===== config.mk =====
export PLATFORM = sky130hd
export DESIGN_NAME = refcounted_bump_block_allocator_unit
export DESIGN_NICKNAME = d
export VERILOG_FILES = /design/src/hdl/rbba_pkg.sv /design/src/hdl/refcounted_bump_block_allocator_unit.sv
export SDC_FILE = /design/constraint.sdc
export NUM_CORES = 1
export LEC_CHECK = 0
export BUFFER_PORTS_ARGS = -buffer_cell sky130_fd_sc_hd__buf_2
export CORE_UTILIZATION = 29
export DETAILED_ROUTE_END_ITERATION = 8
export PLACE_DENSITY = 0.46
export REMOVE_ABC_BUFFERS = 1
export SYNTH_ARGS = -nofsm -noshare
export SYNTH_HDL_FRONTEND = slang
export SYNTH_SLANG_ARGS = --single-unit

===== constraint.sdc =====
create_clock -name clk_i -period 5.3 [get_ports clk_i]
set_input_delay 0.265 -clock clk_i [delete_from_list [all_inputs] [get_ports clk_i]]
set_output_delay 0.265 -clock clk_i [all_outputs]
set_load 0.01 [all_outputs]

===== src/hdl/rbba_pkg.sv =====
// Package for the reference-counted bump block allocator.
// Holds the request and result beat types, status codes and sequencer states.
// No dependencies.
package rbba_pkg;

  // Field widths fixed by the request and result formats
  localparam int unsigned SIZE_IN_W = 16;
  localparam int unsigned SIZE_W    = 17;   // rounded size can reach 65536
  localparam int unsigned ADDR_W    = 18;
  localparam int unsigned USE_W     = 16;

  localparam logic [SIZE_W-1:0] ROUND_MASK = SIZE_W'(15);
  localparam logic [USE_W-1:0]  USE_MAX    = '1;

  // Request kinds
  localparam logic ACT_ALLOC = 1'b0;
  localparam logic ACT_FREE  = 1'b1;

  typedef enum logic [1:0] {
    STAT_OK        = 2'd0,
    STAT_NO_SLOT   = 2'd1,
    STAT_TOO_BIG   = 2'd2,
    STAT_NOT_ALLOC = 2'd3
  } status_e;

  typedef enum logic [1:0] {
    ST_IDLE,
    ST_SCAN,
    ST_COMMIT
  } state_e;

  typedef struct packed {
    logic                 action;
    logic [SIZE_IN_W-1:0] alloc_size;
    logic [ADDR_W-1:0]    free_address;
  } req_t;

  typedef struct packed {
    status_e           status;
    logic [ADDR_W-1:0] result_address;
    logic              block_released;
  } rsp_t;

endpackage


===== src/hdl/refcounted_bump_block_allocator_unit.sv =====
// Reference-counted bump block allocator: top level.
// A request beat is taken only while idle. The sequencer then scans every slot,
// reading one slot entry per cycle from the single-port fill/count memory, and
// commits once the result register is free; no new request is taken before that.
// Reset: all slots empty (live bits and ranks cleared); the memory is not swept,
// since an entry is always written when its slot opens. Depends on rbba_pkg.
module refcounted_bump_block_allocator_unit
  import rbba_pkg::*;
#(
  parameter int unsigned BLOCK_BYTES = 32768,
  parameter int unsigned NUM_BLOCKS  = 8
) (
  input  logic clk_i,
  input  logic rst_ni,
  input  logic in_valid_i,
  output logic in_ready_o,
  input  req_t in_data_i,
  output logic out_valid_o,
  input  logic out_ready_i,
  output rsp_t out_data_o
);

  localparam int unsigned IDX_W  = (NUM_BLOCKS > 1) ? $clog2(NUM_BLOCKS) : 1;
  localparam int unsigned CNT_W  = $clog2(NUM_BLOCKS + 1);
  localparam int unsigned FILL_W = $clog2(BLOCK_BYTES + 1);
  localparam int unsigned CW     = ((FILL_W > SIZE_W) ? FILL_W : SIZE_W) + 1;
  localparam int unsigned AW_RAW = $clog2(NUM_BLOCKS * BLOCK_BYTES + 1);
  localparam int unsigned AW     = (AW_RAW > ADDR_W) ? AW_RAW : ADDR_W;
  localparam int unsigned MEM_W  = USE_W + FILL_W;

  localparam logic [CW-1:0] BB_C = CW'(BLOCK_BYTES);
  localparam logic [AW-1:0] BB_A = AW'(BLOCK_BYTES);

  state_e state_q, state_d;

  req_t              req_q;
  logic [SIZE_W-1:0] size_q;
  logic [CNT_W-1:0]  scan_cnt_q;
  logic              eval_valid_q;
  logic [IDX_W-1:0]  eval_idx_q;

  logic              found_q;
  logic [IDX_W-1:0]  hit_idx_q;
  logic [IDX_W-1:0]  best_rank_q;
  logic [FILL_W-1:0] hit_fill_q;
  logic [USE_W-1:0]  hit_use_q;

  logic [NUM_BLOCKS-1:0] live_q;
  logic [IDX_W-1:0]      rank_q [NUM_BLOCKS];

  logic [MEM_W-1:0] mem_q [NUM_BLOCKS];
  logic [MEM_W-1:0] rd_data_q;

  logic       out_valid_q;
  rsp_t       out_q;

  logic in_fire, scan_last, rd_en, commit_go;

  // Sequencer: state register
  always_ff @(posedge clk_i or negedge rst_ni) begin
    if (!rst_ni) begin
      state_q <= ST_IDLE;
    end else begin
      state_q <= state_d;
    end
  end

  assign scan_last = (scan_cnt_q == CNT_W'(NUM_BLOCKS));
  assign in_fire   = in_valid_i && in_ready_o;

  // Sequencer: next state and strobes
  always_comb begin
    state_d    = state_q;
    in_ready_o = 1'b0;
    rd_en      = 1'b0;
    commit_go  = 1'b0;
    case (state_q)
      ST_IDLE: begin
        in_ready_o = 1'b1;
        if (in_valid_i) begin
          state_d = ST_SCAN;
        end
      end
      ST_SCAN: begin
        rd_en = !scan_last;
        if (scan_last) begin
          state_d = ST_COMMIT;
        end
      end
      ST_COMMIT: begin
        commit_go = !out_valid_q || out_ready_i;
        if (commit_go) begin
          state_d = ST_IDLE;
        end
      end
      default: begin
        state_d = ST_IDLE;
      end
    endcase
  end

  // Capture the request and round its size up to 16 bytes
  always_ff @(posedge clk_i) begin
    if (in_fire) begin
      req_q  <= in_data_i;
      size_q <= (SIZE_W'(in_data_i.alloc_size) + ROUND_MASK) & ~ROUND_MASK;
    end
  end

  // Scan counter and read pipeline tracking
  always_ff @(posedge clk_i or negedge rst_ni) begin
    if (!rst_ni) begin
      scan_cnt_q   <= '0;
      eval_valid_q <= 1'b0;
      eval_idx_q   <= '0;
    end else begin
      if (in_fire) begin
        scan_cnt_q <= '0;
      end else if (rd_en) begin
        scan_cnt_q <= scan_cnt_q + CNT_W'(1);
      end
      eval_valid_q <= rd_en;
      eval_idx_q   <= scan_cnt_q[IDX_W-1:0];
    end
  end

  // Evaluate the entry that came back from memory
  logic [FILL_W-1:0] ev_fill;
  logic [USE_W-1:0]  ev_use;
  logic [IDX_W-1:0]  ev_rank;
  logic              ev_fit, ev_hit, ev_take;
  logic [AW-1:0]     ev_base, ev_addr;

  always_comb begin
    ev_fill = rd_data_q[FILL_W-1:0];
    ev_use  = rd_data_q[MEM_W-1:FILL_W];
    ev_rank = rank_q[eval_idx_q];
    ev_base = AW'(eval_idx_q) * BB_A;
    ev_addr = AW'(req_q.free_address);
    ev_fit  = live_q[eval_idx_q] && ((CW'(size_q) + CW'(ev_fill)) <= BB_C);
    ev_hit  = live_q[eval_idx_q] && (ev_addr >= ev_base)
              && (ev_addr < (ev_base + AW'(ev_fill)));
    if (req_q.action == ACT_ALLOC) begin
      ev_take = ev_fit && (!found_q || (ev_rank < best_rank_q));
    end else begin
      ev_take = ev_hit && !found_q;
    end
  end

  // Hold the best candidate seen so far
  always_ff @(posedge clk_i or negedge rst_ni) begin
    if (!rst_ni) begin
      found_q <= 1'b0;
    end else if (in_fire) begin
      found_q <= 1'b0;
    end else if (eval_valid_q && ev_take) begin
      found_q <= 1'b1;
    end
  end

  always_ff @(posedge clk_i) begin
    if (eval_valid_q && ev_take) begin
      hit_idx_q   <= eval_idx_q;
      best_rank_q <= ev_rank;
      hit_fill_q  <= ev_fill;
      hit_use_q   <= ev_use;
    end
  end

  // Lowest empty slot
  logic             empty_any;
  logic [IDX_W-1:0] empty_idx;

  always_comb begin
    empty_any = 1'b0;
    empty_idx = '0;
    for (int s = NUM_BLOCKS - 1; s >= 0; s--) begin
      if (!live_q[s]) begin
        empty_any = 1'b1;
        empty_idx = IDX_W'(s);
      end
    end
  end

  // Commit decision
  status_e           cm_status;
  logic [IDX_W-1:0]  cm_idx;
  logic [FILL_W-1:0] cm_fill;
  logic [USE_W-1:0]  cm_use;
  logic              cm_open, cm_release, cm_wr;
  logic [MEM_W-1:0]  cm_wdata;
  logic [AW-1:0]     cm_addr;
  logic [USE_W-1:0]  cm_use_dec;

  always_comb begin
    cm_status  = STAT_OK;
    cm_idx     = hit_idx_q;
    cm_fill    = hit_fill_q;
    cm_use     = hit_use_q;
    cm_open    = 1'b0;
    cm_release = 1'b0;
    cm_wr      = 1'b0;
    cm_wdata   = '0;
    cm_addr    = '0;
    cm_use_dec = (hit_use_q != '0) ? (hit_use_q - USE_W'(1)) : '0;
    if (req_q.action == ACT_ALLOC) begin
      if (CW'(size_q) > BB_C) begin
        cm_status = STAT_TOO_BIG;
      end else if (!found_q && !empty_any) begin
        cm_status = STAT_NO_SLOT;
      end else begin
        if (!found_q) begin
          cm_open = 1'b1;
          cm_idx  = empty_idx;
          cm_fill = '0;
          cm_use  = '0;
        end
        cm_wr    = 1'b1;
        cm_addr  = (AW'(cm_idx) * BB_A) + AW'(cm_fill);
        cm_wdata = {((cm_use != USE_MAX) ? (cm_use + USE_W'(1)) : cm_use),
                    FILL_W'(CW'(cm_fill) + CW'(size_q))};
      end
    end else begin
      if (!found_q) begin
        cm_status = STAT_NOT_ALLOC;
      end else begin
        cm_wr      = 1'b1;
        cm_release = (cm_use_dec == '0);
        cm_wdata   = {cm_use_dec, hit_fill_q};
      end
    end
  end

  // Fill/count memory: one read or one write per cycle
  always_ff @(posedge clk_i) begin
    if (rd_en) begin
      rd_data_q <= mem_q[scan_cnt_q[IDX_W-1:0]];
    end
    if (commit_go && cm_wr) begin
      mem_q[cm_idx] <= cm_wdata;
    end
  end

  // Live bits and recency ranks
  always_ff @(posedge clk_i or negedge rst_ni) begin
    if (!rst_ni) begin
      live_q <= '0;
      for (int s = 0; s < NUM_BLOCKS; s++) begin
        rank_q[s] <= '0;
      end
    end else if (commit_go) begin
      if (cm_open) begin
        for (int s = 0; s < NUM_BLOCKS; s++) begin
          if (live_q[s]) begin
            rank_q[s] <= rank_q[s] + IDX_W'(1);
          end
        end
        live_q[cm_idx] <= 1'b1;
        rank_q[cm_idx] <= '0;
      end else if (cm_release) begin
        for (int s = 0; s < NUM_BLOCKS; s++) begin
          if (live_q[s] && (rank_q[s] > rank_q[cm_idx])) begin
            rank_q[s] <= rank_q[s] - IDX_W'(1);
          end
        end
        live_q[cm_idx] <= 1'b0;
        rank_q[cm_idx] <= '0;
      end
    end
  end

  // Result register: load on commit, drop when the beat is taken
  always_ff @(posedge clk_i or negedge rst_ni) begin
    if (!rst_ni) begin
      out_valid_q <= 1'b0;
    end else if (commit_go) begin
      out_valid_q <= 1'b1;
    end else if (out_ready_i) begin
      out_valid_q <= 1'b0;
    end
  end

  always_ff @(posedge clk_i) begin
    if (commit_go) begin
      out_q.status         <= cm_status;
      out_q.result_address <= cm_addr[ADDR_W-1:0];
      out_q.block_released <= cm_release;
    end
  end

  assign out_valid_o = out_valid_q;
  assign out_data_o  = out_q;

  // Checks
  a_idle_no_read : assert property (@(posedge clk_i) disable iff (!rst_ni)
    in_ready_o |-> !eval_valid_q && !rd_en)
    else $error("read pipeline busy while idle");

  a_scan_start : assert property (@(posedge clk_i) disable iff (!rst_ni)
    in_fire |=> (state_q == ST_SCAN) && (scan_cnt_q == '0) && !found_q)
    else $error("scan did not restart after request beat");

  a_live_stable : assert property (@(posedge clk_i) disable iff (!rst_ni)
    !commit_go |=> $stable(live_q))
    else $error("slot live bits changed outside commit");

  a_open_sets_live : assert property (@(posedge clk_i) disable iff (!rst_ni)
    (commit_go && cm_open) |=> live_q[$past(cm_idx)]
      && (rank_q[$past(cm_idx)] == '0))
    else $error("opened slot not live and newest");

endmodule

==> results of run 1 <==
==> through the flow <==
| stage | area, um2 | utilization [%] | total power [mW] | hold slack (ns) |
|---|---|---|---|---|
| 2_1_floorplan | 20190 | - | 5.933 | -0.03059 |
| 3_3_place_gp | 22080 | 31.52 | 6.581 | 0.4021 |
| 3_5_place_dp | 22080 | 31.52 | 6.606 | 0.4045 |
| 4_1_cts | 23870 | 34.08 | 9.901 | 0.006692 |
| 5_1_grt | 23870 | 34.08 | 10.23 | 0.03477 |
| 6_report | 23870 | 34.08 | 9.736 | 0.03065 |
==> metal layers <==
layer | vias to the layer above | track usage, %
met4 | 0 | 4.494
met1 | 6547 | 20.61
met2 | 287 | 24.71
met5 | - | 0
li1 | 5959 | -
met3 | 67 | 2.373
==> final cells by class <==
type	instances	area share (%)
clock inverters	30	1.190
inverters	86	1.353
well taps	940	4.928
clock buffers	57	5.175
repair buffers	125	3.628
multi-input cells	898	31.39
flip-flops and latches	423	52.33
==> cell families after synthesis <==
family                   after synthesis
AO/OA/AOI/OAI                        311
XOR/XNOR                              40
adder cells (fa/ha/maj)               88
buffers and inverters                157
flip-flops                           423
multiplexers                         111
AND/OR/NAND/NOR                      348
==> sequential cells by signal, summed over array words and instances (netlist names), 2 cells and up, named ones only <==
register and count:
best_rank_q 3, hit_fill_q 16, out_data_o 21, hit_idx_q 3, eval_idx_q 3, ev_addr 18, hit_use_q 16, rd_data_q 32
rank_q 24, scan_cnt_q 4, mem_q 256, state_q 2, size_q 13
==> layout by cell type, fill, tap and decap left out, types with 8 or more instances in the layout <==
cell type | netlist | layout
nor2_1 | 90 | 82
o221ai_1 | 10 | 10
xor2_1 | 16 | 16
a2bb2oi_1 | 8 | 8
nor4_1 | 11 | 11
nand3_1 | 26 | 26
clkinv_2 | 0 | 12
a21o_1 | 8 | 8
buf_2 | 9 | 61
a31oi_1 | 28 | 28
and3_1 | 12 | 12
mux2_2 | 33 | 33
clkbuf_1 | 47 | 9
a211o_1 | 13 | 13
inv_1 | 86 | 86
mux4_2 | 72 | 72
o211ai_2 | 8 | 8
nand2_1 | 113 | 113
o22ai_1 | 14 | 14
nor3_1 | 13 | 13
o21ai_1 | 12 | 11
nor2_4 | 0 | 8
dlygate4sd3_1 | 0 | 27
clkinv_1 | 0 | 9
a21oi_1 | 51 | 51
ha_1 | 86 | 86
dfrtp_1 | 44 | 40
xnor2_1 | 24 | 24
nor2b_1 | 11 | 9
o311ai_1 | 8 | 8
buf_4 | 2 | 36
nand2b_1 | 12 | 12
and2_1 | 11 | 10
o21ai_0 | 66 | 65
clkbuf_16 | 0 | 48
edfxtp_1 | 379 | 379
o31ai_1 | 9 | 9
nand4_1 | 13 | 13
==> power groups by stage <==
stage	clock, mW	combinational (mW)	sequential (mW)
3_3_place_gp	0	2.20	4.38
3_5_place_dp	0	2.23	4.38
4_1_cts	3.33	2.25	4.31
6_report	3.23	2.20	4.30
5_1_grt	3.45	2.45	4.33
2_1_floorplan	0	1.56	4.37
==> worst paths after layout <==
path,from,depth (start not counted),endpoint,slack [ns]
worst min-delay path,in_data_i[27],2,size_q[9]$_DFFE_PP_,0.03
max in group asynchronous,rst_ni,3,scan_cnt_q[0]$_DFFE_PN0P_,4.46
worst max register to register,size_q[6]$_DFFE_PP_,10,rank_q[21]$_DFFE_PN0P_,0.69
min in group asynchronous,rst_ni,3,rank_q[8]$_DFFE_PN0P_,0.35
worst max-delay path,size_q[6]$_DFFE_PP_,10,rank_q[21]$_DFFE_PN0P_,0.69
worst min register to register,rd_data_q[30]$_DFFE_PP_,0,hit_use_q[14]$_DFFE_PP_,0.41
==> metrics.csv, run 1 <==
stage;metric;value;unit
run_status;status;finished, final reports clean;
clock_network;clk sinks;423;
placement;number of I/O port buffers;61;
hold_path;Hold Crit Class;in -> reg;
timing;final hold viol count;0;
timing;slew margin rel.;30.04;%
timing;RSZ-0062 raised after global routing;false;
floorplanning;Die Y;267.9;um
synthesis;most common flop cell mapped by yosys;edfxtp_1;
routing;DRC Markers;0;
synthesis;post-synth cell types;79;
global_routing;initial antenna violation count;1;
clock_network;total setup buffers inserted after CTS;0;
timing;setup_tns;0;ns
synthesis;register bit count reported by yosys;423;
routing;Met1 Wirelength;24590;um
final_layout;# fillers;6774;
flow_run;maxcap violations;0;
setup_path;Setup CP Type;reg -> reg;
clock_network;total CTS buffers;47;
timing;Setup violations, final;0;
global_routing;first-pass GRT wire length;81630;um
placement;Setup WS pre-CTS;0.7729;ns
synthesis;asr flop ratio synth;10.40;%
final_layout;Reg area;0.01249;mm2
floorplanning;die area;0.07176;mm2
synthesis;yosys warns;0;
placement;Placer Congestion;0.8646;
floorplanning;initial core utilization;29.28;%
routing;Vias/cell;5.025;
synthesis;biggest area consumer among synthesized cells;edfxtp_1;
setup_path;cells along the critical path;nor4_1 > a31oi_1 > or2_2 > o32a_1 > and4_1 > or2_1 > o211ai_2 > a21oi_1 > a21oi_1 > o311ai_1;
synthesis;EDFF count, synth;379;
power_and_ir_drop;Int Pwr;6.935;mW
routing;met2 WL;25410;um
routing;met3 wire len;2276;um
power_and_ir_drop;Clock Power Share;33.2;%
routing;Highest Signal Layer;met4;
synthesis;synthesized area per cell;13.87;um2
routing;WL per Instance;20.92;um
clock_network;register clock-pin slew on the reported worst setup and hold paths;0.06;ns
synthesis;sequential cell area fraction in the yosys report;60.88;%
synthesis;Cells after Synth;1478;
clock_network;Post-CTS Hold Fix Bufs;27;
timing;Max Freq;0.2168;GHz
global_routing;gr ovfl total;0;
global_routing;largest net degree at the start of global routing;45;
final_layout;share of layout cells above drive strength 1;19.89;%
placement;Final HPWL DP;34750;um
global_routing;vias in the first global route;13050;
setup_path;CP arrival;5.09;ns
floorplanning;IO Count;62;
clock_network;clk_lat worst skew;0.60;ns
timing;minimum clock period;4.614;ns
global_routing;gr usage total;15.10;%
clock_network;Max Buffers Root-to-Sink;3;
synthesis;top-count cell post-synth;edfxtp_1;
synthesis;area share of fa/ha/maj cells after synthesis;5.444;%
setup_path;CP startpoint kind;register;
power_and_ir_drop;Combinational Power Share;22.6;%
power_and_ir_drop;VDD IR max;0.3201;mV
setup_path;endpoint class of the critical path;register;
final_layout;area of the multi-input gates;0.007492;mm2
setup_path;Crit-path slowest cell;and4_1;
routing;Routed WL;53530;um
synthesis;post-synthesis compound-gate area fraction;10.53;%
power_and_ir_drop;Pwr Density;407.9;mW/mm2
setup_path;worst path bufs/invs;0;
synthesis;simple-gate share of the synthesized area;8.319;%
power_and_ir_drop;P_sw;2.800;mW
synthesis;post-synthesis xor/xnor area fraction;1.709;%
setup_path;required time of the critical path;5.77;ns
clock_network;CTS tree;built;
setup_path;crit-path max cell delay;0.76;ns
setup_path;CP max FO;17;
floorplanning;core area;0.07003;mm2
routing;vias;12860;
synthesis;mux share of post-synthesis cell area;10.03;%
final_layout;Layout area overhead;16.41;%
routing;Pre-antenna DRT Iters;8;
synthesis;synthesized cell area;0.02050;mm2
synthesis;Synth top area share;55.51;%
final_layout;Antenna Cells;0;
floorplanning;Die W;267.9;um
power_and_ir_drop;register share of total power;44.2;%
floorplanning;number of core rows;97;
final_layout;Final nets;1708;
timing;worst setup margin;0.6864;ns
timing;Tcrit/Tclk final;87.05;%
power_and_ir_drop;leakage power;8.423;nW
clock_network;root buf cell;clkbuf_16;
timing;count of pins over their slew limit;0;
routing;antenna viol nets, final;0;
placement;Placed Cells;2445;
setup_path;Top delay family on crit path;compound AO/OA/AOI/OAI gates;
clock_network;CTS H-tree lvls;2;
synthesis;combinational family with the most area after synthesis;compound AO/OA/AOI/OAI gates;
setup_path;most frequent CP cell;a21oi_1;
synthesis;Area contributors post-synth;edfxtp_1, mux4_2, dfrtp_1;
synthesis;Synth top cells by count;edfxtp_1, nand2_1, nor2_1;
timing;Clock Skew;0.03422;ns
final_layout;fin cells;2559;
power_and_ir_drop;Switching Fraction;28.77;%
routing;Iteration-0 DRC Markers;959;
timing;measured slew at the worst slew-check pin;1.049;ns
clock_network;Post-CTS Resized;0;
No activity file was read; power rests on OpenSTA's default activity.
==> run 2, diff against run 1 <==
- clock period: 5.3 -> 4.3 ns (I/O delays scaled with it)
==> metrics.csv, run 2 (synthesis gave the netlist of run 1 again) <==
stage;metric;value;unit;change
run_status;status;finished, final reports clean;;
routing;Vias/cell;5.025;;about the same
floorplanning;initial core utilization;29.28;%;unchanged
global_routing;first-pass GRT wire length;83060;um;+1.7%
floorplanning;Die Y;267.9;um;unchanged
clock_network;total setup buffers inserted after CTS;0;;unchanged
setup_path;required time of the critical path;4.78;ns;-0.99 ns
power_and_ir_drop;register share of total power;43.6;%;-0.6 points
floorplanning;core area;0.07003;mm2;unchanged
clock_network;total CTS buffers;47;;unchanged
placement;Final HPWL DP;35080;um;+0.96%
placement;Placer Congestion;0.8462;;-2.1%
global_routing;initial antenna violation count;0;;-1
routing;Pre-antenna DRT Iters;5;;-3
final_layout;largest registers;mem_q (256), rd_data_q (32), rank_q (24);;
timing;measured slew at the worst slew-check pin;1.050;ns;+0.00007093 ns
clock_network;CTS H-tree lvls;2;;unchanged
timing;RSZ-0062 raised after global routing;false;;
setup_path;CP max FO;8;;-9
setup_path;endpoint class of the critical path;register;;
timing;minimum clock period;4.080;ns;-0.5337 ns
final_layout;# fillers;6842;;+1.0%
placement;number of I/O port buffers;61;;unchanged
power_and_ir_drop;Clock Power Share;33.7;%;+0.5 points
routing;WL per Instance;21.17;um;+1.2%
timing;slew margin rel.;30.03;%;about the same
flow_run;maxcap violations;0;;unchanged
placement;Setup WS pre-CTS;0.05113;ns;-0.7217 ns
clock_network;clk sinks;423;;unchanged
floorplanning;Die W;267.9;um;unchanged
clock_network;CTS tree;built;;
setup_path;Setup crit start;size_q[4]$_DFFE_PP_;;
power_and_ir_drop;Final Total Pwr;12.16;mW;+25%
power_and_ir_drop;Int Pwr;8.670;mW;+25%
hold_path;Hold Crit Class;in -> reg;;
power_and_ir_drop;leakage power;8.600;nW;+2.1%
clock_network;Max Buffers Root-to-Sink;3;;unchanged
clock_network;root buf cell;clkbuf_16;;
final_layout;commonest non-fill, non-tap cell in the layout;edfxtp_1;;
final_layout;Final nets;1738;;+1.8%
setup_path;Setup CP Type;reg -> reg;;
timing;count of pins over their slew limit;0;;unchanged
routing;Iteration-0 DRC Markers;845;;-12%
setup_path;CP startpoint kind;register;;
power_and_ir_drop;Pwr Density;500.5;mW/mm2;+23%
floorplanning;die area;0.07176;mm2;unchanged
timing;worst setup margin;0.2201;ns;-0.4663 ns
routing;vias;13000;;+1.1%
final_layout;Antenna Cells;0;;unchanged
power_and_ir_drop;Switching Fraction;28.73;%;-0.040 points
setup_path;CP arrival;4.56;ns;-0.53 ns
power_and_ir_drop;P_sw;3.494;mW;+25%
final_layout;Top reg by flops;mem_q;;
hold_path;worst hold start;in_data_i[32];;
power_and_ir_drop;Combinational Power Share;22.7;%;about the same
routing;DRC Markers;0;;unchanged
final_layout;share of layout cells above drive strength 1;21.55;%;+1.7 points
global_routing;largest net degree at the start of global routing;46;;+2.2%
timing;Tcrit/Tclk final;94.88;%;+7.8 points
final_layout;most frequent cells in the layout;edfxtp_1, nand2_1, inv_1, ha_1, nor2_1;;
routing;Routed WL;54760;um;+2.3%
floorplanning;IO Count;62;;unchanged
timing;Setup violations, final;0;;unchanged
global_routing;gr ovfl total;0;;unchanged
timing;Max Freq;0.2451;GHz;+13%
power_and_ir_drop;VDD IR max;0.3118;mV;-2.6%
timing;Clock Skew;0.04587;ns;+0.01165 ns
final_layout;Layout area overhead;18.55;%;
timing;final hold viol count;0;;unchanged
setup_path;Reg-to-Reg Start;size_q[4]$_DFFE_PP_;;
final_layout;max reg flops;256;;unchanged
floorplanning;number of core rows;97;;unchanged
global_routing;vias in the first global route;13180;;+0.98%
routing;antenna viol nets, final;0;;unchanged
global_routing;gr usage total;15.36;%;+0.26 points
clock_network;clk_lat worst skew;0.60;ns;about the same
clock_network;register clock-pin slew on the reported worst setup and hold paths;0.06;ns;about the same
## run 2: changes by cell type in the layout (fill, tap and decap cells not counted), moves of 4 or more
cell	previous run	this run
buf_12	1	8
buf_4	36	53
clkinv_1	9	4
clkinv_2	12	8
clkinvlp_4	2	6
dlygate4sd3_1	27	33
## run 2: timing repair
action                                  in CTS  in global routing
endpoints found under the hold margin       77                  0
resized for setup                            0                 11
endpoints found under the setup margin       0                 62
hold buffers                                33                  0
## run 2: final cells by class
class / count / area [um2] / share of cell area (%)
Sequential cell: 423 / 12490 / 51.39
Clock inverter: 29 / 360.3 / 1.483
Timing Repair Buffer: 155 / 1194 / 4.911
Multi-Input combinational cell: 898 / 7551 / 31.07
Inverter: 86 / 322.8 / 1.328
Tap cell: 940 / 1176 / 4.839
Clock buffer: 56 / 1210 / 4.978
## run 2: stage by stage
stage                     std cells  area [um2]  setup TNS (ns)  hold slack, ns  util, %
after floorplan                1407       20190         -116.65        -0.08059        -
after detailed placement       2469       22340               0          0.3931    31.91
after CTS                      2587       24240               0         0.01239    34.62
after global placement         2469       22340               0          0.3935    31.91
final                          2587       24300               0         0.03149    34.71
after global routing           2587       24300               0         0.02572    34.71
## run 2: final timing paths
kind	end	cells after the start	slack, ns
setup / recovery	rank_q[5]$_DFFE_PN0P_	14	0.22
hold reg to reg	hit_use_q[0]$_DFFE_PP_	0	0.42
max in group asynchronous	found_q$_DFFE_PN0P_	3	3.48
hold / removal	size_q[14]$_DFFE_PP_	2	0.03
min in group asynchronous	out_valid_o$_DFFE_PN0P_	3	0.29
setup reg to reg	rank_q[5]$_DFFE_PN0P_	14	0.22
## run 2: per-layer routing
layer	global-route usage (%)	share of wire (%)
met4	3.892	1.9
met1	21.56	47
met3	2.126	3.2
met2	24.96	48
met5	0	0
## run 2: critical path: stages, from the launching register on
cell and delay (ns):
edfxtp_1 0.47, nor4_4 0.39, a31oi_4 0.22, or2_2 0.40
o32a_1 0.40, o21ai_0 0.23, o22ai_1 0.11, a221oi_1 0.30
buf_4 0.25, ha_1 0.27, o2111ai_1 0.12, o211ai_2 0.15
nand4bb_1 0.24, a31o_1 0.23, a22o_1 0.18
## run 2: power groups by stage
stage               clock network (mW)  logic, mW  registers, mW
floorplan                            0       1.92           5.39
global placement                     0       2.73           5.39
detailed placement                   0       2.77           5.39
CTS                               4.22       2.81           5.31
global route                      4.35       3.08           5.35
finish                            4.10       2.76           5.30
